File: src/hdl/mbm_pkg.sv
// Package for the bipartite matching block: sizes, register indexes, shared types.
// No dependencies.
package mbm_pkg;
  localparam int MAX_VERTICES = 64;
  localparam int IDX_W = 6;
  localparam int CNT_W = 7;
  localparam int ROW_W = 64;
  localparam logic [0:0] REG_NUM_LEFT  = 1'b0;
  localparam logic [0:0] REG_NUM_RIGHT = 1'b1;

  typedef struct packed {
    logic [IDX_W-1:0] left_index;
    logic [ROW_W-1:0] adjacency_row;
    logic             last_row;
  } in_beat_t;

  typedef struct packed {
    logic [IDX_W-1:0] right_index;
    logic [IDX_W-1:0] left_partner;
    logic             is_matched;
    logic [CNT_W-1:0] match_total;
    logic             last_result;
  } out_beat_t;

  typedef struct packed {
    logic [CNT_W-1:0] index;
    logic [CNT_W-1:0] value;
  } cfg_beat_t;
endpackage

File: src/hdl/mbm_lanes.sv
// Parallel lane scan: each lane tests one right vertex for an unvisited, in-range
// edge, merge stage picks the lowest lane at or above the resume index.
module mbm_lanes #(
  parameter int N = mbm_pkg::MAX_VERTICES
) (
  input  logic [N-1:0]              row,
  input  logic [N-1:0]              visited,
  input  logic [N-1:0]              in_range,
  input  logic [$clog2(N)-1:0]      start,
  output logic                      found,
  output logic [$clog2(N)-1:0]      pick
);
  logic [N-1:0] cand;
  always_comb begin
    for (int i = 0; i < N; i++) begin
      cand[i] = row[i] & ~visited[i] & in_range[i] & (i >= int'(start));
    end
  end
  // priority merge, lowest index wins
  always_comb begin
    found = 1'b0;
    pick  = '0;
    for (int i = N-1; i >= 0; i--) begin
      if (cand[i]) begin
        found = 1'b1;
        pick  = i[$clog2(N)-1:0];
      end
    end
  end
endmodule

File: config.mk
export PLATFORM = sky130hd
export DESIGN_NAME = mbm_lanes
export DESIGN_NICKNAME = d
export VERILOG_FILES = /design/src/hdl/mbm_pkg.sv /design/src/hdl/mbm_lanes.sv
export SDC_FILE = /design/constraint.sdc
export NUM_CORES = 1
export LEC_CHECK = 0
export ABC_AREA = 1
export BUFFER_PORTS_ARGS = -buffer_cell sky130_fd_sc_hd__buf_2
export CORE_UTILIZATION = 35
export DETAILED_ROUTE_END_ITERATION = 12
export PLACE_DENSITY_LB_ADDON = 0.25
export SYNTH_ARGS = -nofsm -noshare
export SYNTH_HDL_FRONTEND = slang
export SYNTH_SLANG_ARGS = --single-unit
File: constraint.sdc
create_clock -name vclk -period 14.5
set_input_delay 2.9 -clock vclk [all_inputs]
set_output_delay 2.9 -clock vclk [all_outputs]
set_load 0.1 [all_outputs]
# Word-level counts from Yosys, hierarchy flattened
# Index checks and enable logic that the tools add are counted.
# word_totals
word_cells	446
out_inout_bits	7
regBits	0
in_bits	198
# classes
n_mux	128
n_bitwise	255
order_cmp	63
# op_table
operator	n
2-to-1 mux 6 bit	64
AND 1 bit	191
greater-or-equal comparator 6 bit, first input constant	31
greater-or-equal comparator 5 x 6 -> 1 bit, first input constant	16
2-to-1 mux 1 bit	64
inverter 1 bit	64
greater-or-equal comparator 4 x 6 -> 1 bit, first input constant	8
greater-or-equal comparator 3 x 6 -> 1 bit, first input constant	4
greater-or-equal comparator 1 x 6 -> 1 bit, first input constant	2
greater-or-equal comparator 2 x 6 -> 1 bit, first input constant	2

# Longest topological paths before layout
# Gate-level depths: netlist (run 1).
# logic_depth
depth_word	67
mapped_depth	65
depth_no_buf	64

# Worst setup path before layout (run 1)
# No wires, ideal clock.
# synth_path
path_type	input to output
from	input start[2]
to	output pick[5]
path_slack_ps	4406
t_arrival_ps	7194
path_stages	13
required_time_ps	11600
path_buffers	1
cell_sequence	buf_2 > inv_1 > nor2_1 > nand2_1 > inv_1 > nand2_1 > a2111oi_0 > nor2_1 > nand2_1 > nor2_1 > nand2_1 > nor2_1 > nor4_1
# synth_between
elab_chain_cells	65
word_cells_on_any_way	189
classes_between	order compare: 63; mux: 63; bitwise: 63
# synth_lines
element	line	text
start, declared	mbm_lanes.sv:9	input logic [$clog2(N)-1:0] start,
greater-or-equal comparator 6 bit	mbm_lanes.sv:16	cand[i] = row[i] & ~visited[i] & in_range[i] & (i >= int'(start));
AND 1 bit	mbm_lanes.sv:16	
2-to-1 mux 6 bit (62 in a row)	mbm_lanes.sv:24	if (cand[i]) begin
2-to-1 mux 6 bit *	mbm_lanes.sv:24	
end, declared	mbm_lanes.sv:11	output logic [$clog2(N)-1:0] pick
# Mark *: on every way between the ends. The rest lies on a longest branch, timed or not.

# Final worst setup path (run 1)
# layout_path
from	input start[1]
to	output pick[0]
# Same word-level chain as after synthesis.

==> results.sh, run 1 <==
export IMPL_layout_common_cells="buf_2, nand2_1, inv_1, nor2_1, o21ai_0"
export IMPL_rows=28
export IMPL_power_total_mw=0.128
export IMPL_fin_ws_ps=4310
export IMPL_slew_headroom_pct=39.8
export IMPL_postSynthCellCount=485
export IMPL_ctsHoldBuffers=0
export IMPL_dpl_cell_area_sq_um=3310
export IMPL_ctsResizeCount=0
export IMPL_finalSetupTns_ps=0
export IMPL_numPortBuffers=205
export IMPL_drive_gt1_share_pct=31.6
export IMPL_synth_cell_types=38
export IMPL_initial_core_util_pct=37.0
export IMPL_netlist_top_cells_area="nand2_1, inv_1, nor2_1"
export IMPL_yosysTopAreaCell="nand2_1"
export IMPL_seq_area_sq_um=0
export IMPL_grt_first_pass_wirelength_um=14800
export IMPL_final_common_cell="buf_2"
export IMPL_antenna_found_initial=0
export IMPL_totalWireLength_um=9720
export IMPL_place_inst=759
export IMPL_antenna_cells=0
export IMPL_area_delta_synth_final_pct=47.7
export IMPL_grt_max_degree=13
export IMPL_finalMaxSlewViolations=0
export IMPL_hold_ws_ps=6410
export IMPL_postCtsSetupRepairBufs=0
export IMPL_first_pass_iters=5
export IMPL_p_leak_nw=2.18
export IMPL_hold_viol=0
export IMPL_fin_area_sq_um=3310
export IMPL_slowest_delay_ps=430
export IMPL_hold_path_class="input port to output port"
export IMPL_ys_seq_area_share_pct=0
export IMPL_dp_hpwl_um=8550
export IMPL_die_h_um=82.0
export IMPL_cp_required_ps=11600
export IMPL_crit_start="start[1]"
export IMPL_boundaryPins=205
export IMPL_post_layout_nonfiller_instances=759
export IMPL_grt_usage_pct=27.9
export IMPL_grt_pass1_vias=3386
export IMPL_yosys_warnings=0
export IMPL_arrival_ps=7290
export IMPL_overflow=0
export IMPL_dr_total_vias=3745
export IMPL_irDropWorstVdd_mv=0.0588
export IMPL_layout_nets=884
export IMPL_crit_path_end_kind="output port"
export IMPL_gp_congestion=0.913
export IMPL_min_period_over_period_pct=70.3
export IMPL_powerDensity_nw_per_um2=38.5
export IMPL_fp_dieW_um=82.0
export IMPL_cp_max_fo=11
export IMPL_cp_common_cell="nand2_1"
export IMPL_synthesis_area_sq_um=2240
export IMPL_drtIter0Drc=173
export IMPL_seq_cells=0
export IMPL_dieArea_sq_um=6730
export IMPL_core_region_area_sq_um=6060
export IMPL_pre_cts_ws_ps=4450
export IMPL_worstHoldStart="visited[1]"
export IMPL_setup_viol=0
export IMPL_worst_pin_slew_ps=880
export IMPL_maxCapViolCount=0
export IMPL_wire_per_inst_um=12.8
export IMPL_ant_nets=0
export IMPL_path_class="input port to output port"
export IMPL_yosysTopAreaCellShare_pct=21.8
export IMPL_max_freq_mhz=98.1
export IMPL_syn_num_nets=683
export IMPL_fin_util_pct=54.6
export IMPL_avgViaCountPerCell=4.93
export IMPL_rsz0062_at_grt="false"
export IMPL_drc=0
export IMPL_period_minus_slack_ps=10190
export IMPL_avgSynthCellArea_sq_um=4.62
export IMPL_slowest_stage="buf_2"
export IMPL_start_kind="input port"
export IMPL_outcome="finished, final reports clean"
export IMPL_n_clock_buffer=0
[metal layers]
metal / track usage [%] / wire length (um) / vias to the layer above
li1: - / - / 1924
met1: 31.8 / 3860 / 1601
met2: 54.5 / 4880 / 200
met3: 2.44 / 783 / 20
met4: 7.37 / 194 / 0
met5: 0 / 0 / -
[worst paths after layout]
kind / endpoint / slack [ps] / cells past startpoint
max: pick[0] / 4310 / 59
min: pick[0] / 6410 / 4
[logic make-up after synthesis]
group           after synthesis  share of synthesized area (%)
compound gates               64                           17.3
buf+inv                     130                           23.0
simple gates                291                           59.7
[synthesized netlist by cell type (3+ instances only)]
cell,instances
nand2_1,130
inv_1,121
nor2_1,66
o21ai_0,22
nand3_1,20
nand4_1,18
a21oi_1,17
nor3_1,15
nor4_1,11
and2_1,8
and3b_1,7
nand3b_1,5
a31oi_1,4
a21boi_0,3
and3_1,3
buf_6,3
inv_2,3
nand2_4,3
o2111ai_1,3
[layout make-up]
class / count / area [sq um]
multi-input combinational: 355 / 1730
timing repair buffer: 205 / 1030
fill: 684 / 2750
inverter: 124 / 465
tap: 75 / 93.8
[power by group]
part / total [mW] / internal [mW] / switching (mW) / leakage, nW
registers: 0 / 0 / 0 / 0
clock network: 0 / 0 / 0 / 0
logic: 0.127 / 0.0436 / 0.0839 / 2.18
[worst max-delay path, delay by kind of cell]
kind,cells,cell delay [ps]
buf+inv,2,700
compound gates,3,610
simple gates,54,3070
Note: power is estimated with default switching activity, not from simulation.
==> run 2, diff against run 1 <==
clock period = 10.7 ns   (was 14.5 ns; I/O delays follow)
==> run 2 against run 1 <==
Critical path depth unchanged. Via count increased by 1.7%. Critical endpoint unchanged. Sequential cell count unchanged.
==> results.sh, run 2 (same netlist as run 1, synthesis figures left out) <==
export IMPL_seq_area_sq_um=0
export IMPL_place_inst=759
export IMPL_gp_congestion=0.913
export IMPL_antenna_cells=0
export IMPL_seq_cells=0
export IMPL_max_freq_mhz=115
export IMPL_ctsHoldBuffers=0
export IMPL_finalSetupTns_ps=0
export IMPL_hold_viol=0
export IMPL_post_layout_nonfiller_instances=759
export IMPL_initial_core_util_pct=37.0
export IMPL_first_pass_iters=6
export IMPL_slowest_delay_ps=430
export IMPL_grt_usage_pct=29.2
export IMPL_maxCapViolCount=0
export IMPL_totalWireLength_um=10000
export IMPL_antenna_found_initial=0
export IMPL_numPortBuffers=205
export IMPL_cp_required_ps=8560
export IMPL_area_delta_synth_final_pct=47.7
export IMPL_n_clock_buffer=0
export IMPL_dp_hpwl_um=8760
export IMPL_layout_common_cells="buf_2, nand2_1, inv_1, nor2_1, o21ai_0"
export IMPL_drc=0
export IMPL_setup_viol=0
export IMPL_drtIter0Drc=163
export IMPL_grt_max_degree=13
export IMPL_grt_first_pass_wirelength_um=15500
export IMPL_cp_common_cell="nand2_1"
export IMPL_powerDensity_nw_per_um2=52.5
export IMPL_path_class="input port to output port"
export IMPL_fp_dieW_um=82.0
export IMPL_boundaryPins=205
export IMPL_start_kind="input port"
export IMPL_fin_ws_ps=2000
export IMPL_core_region_area_sq_um=6060
export IMPL_dpl_cell_area_sq_um=3310
export IMPL_outcome="finished, final reports clean"
export IMPL_drive_gt1_share_pct=31.6
export IMPL_hold_path_class="input port to output port"
export IMPL_ctsResizeCount=0
export IMPL_overflow=0
export IMPL_postCtsSetupRepairBufs=0
export IMPL_arrival_ps=6560
export IMPL_min_period_over_period_pct=81.3
export IMPL_nFillCells=698
export IMPL_worst_pin_slew_ps=920
export IMPL_irDropWorstVdd_mv=0.0484
export IMPL_ant_nets=0
export IMPL_multi_input_area_sq_um=1730
export IMPL_cp_max_fo=11
export IMPL_rows=28
export IMPL_power_total_mw=0.174
export IMPL_period_minus_slack_ps=8700
export IMPL_crit_path_end_kind="output port"
export IMPL_layout_nets=884
export IMPL_finalMaxSlewViolations=0
export IMPL_grt_pass1_vias=3525
export IMPL_fin_area_sq_um=3310
export IMPL_slew_headroom_pct=37.1
export IMPL_final_common_cell="buf_2"
export IMPL_rsz0062_at_grt="false"
export IMPL_pre_cts_ws_ps=2170
export IMPL_avgViaCountPerCell=5.02
export IMPL_die_h_um=82.0
export IMPL_min_path_cells=4
export IMPL_dr_total_vias=3808
export IMPL_p_leak_nw=2.18
export IMPL_dieArea_sq_um=6730
export IMPL_slowest_stage="buf_2"
export IMPL_wire_per_inst_um=13.2
run 2: cell counts in the layout (fill, tap and decap cells not counted):
No cell type changed its count.
run 2: worst paths after layout:
path                  startpoint       to
worst max-delay path    start[1]  pick[0]
worst min-delay path  visited[1]  pick[0]
run 2: report_power, final:
| group | leakage [nW] | switching (mW) | internal [mW] |
|---|---|---|---|
| logic | 2.18 | 0.115 | 0.0591 |
| clock network | 0 | 0 | 0 |
| registers | 0 | 0 | 0 |
| total | 2.18 | 0.115 | 0.0591 |
run 2: final cells by class:
cell class                      instances  share of cell area [%]
Timing Repair Buffer                  205                    31.0
Tap cell                               75                    2.83
Inverter                              124                    14.1
Multi-Input combinational cell        355                    52.1
run 2: per-layer routing:
| layer | routed length [um] | track usage (%) | vias to the layer above |
|---|---|---|---|
| li1 | - | - | 1929 |
| met1 | 4000 | 33.8 | 1660 |
| met2 | 5090 | 58.4 | 205 |
| met3 | 789 | 1.56 | 14 |
| met4 | 141 | 4.74 | 0 |
| met5 | 0 | 0 | - |
run 2: critical path: cells and delay by family:
family          cells  cell delay, ps
buf+inv             2             690
compound gates      3             630
simple gates       54            3070
run 2: metrics by stage:
| stage | hold slack (ps) | utilization (%) |
|---|---|---|
| floorplan | 4730 | - |
| global placement | 4890 | 54.6 |
| detailed placement | 4880 | 54.6 |
| CTS | 4890 | 54.6 |
| global route | 4900 | 54.6 |
| finish | 4890 | 54.6 |
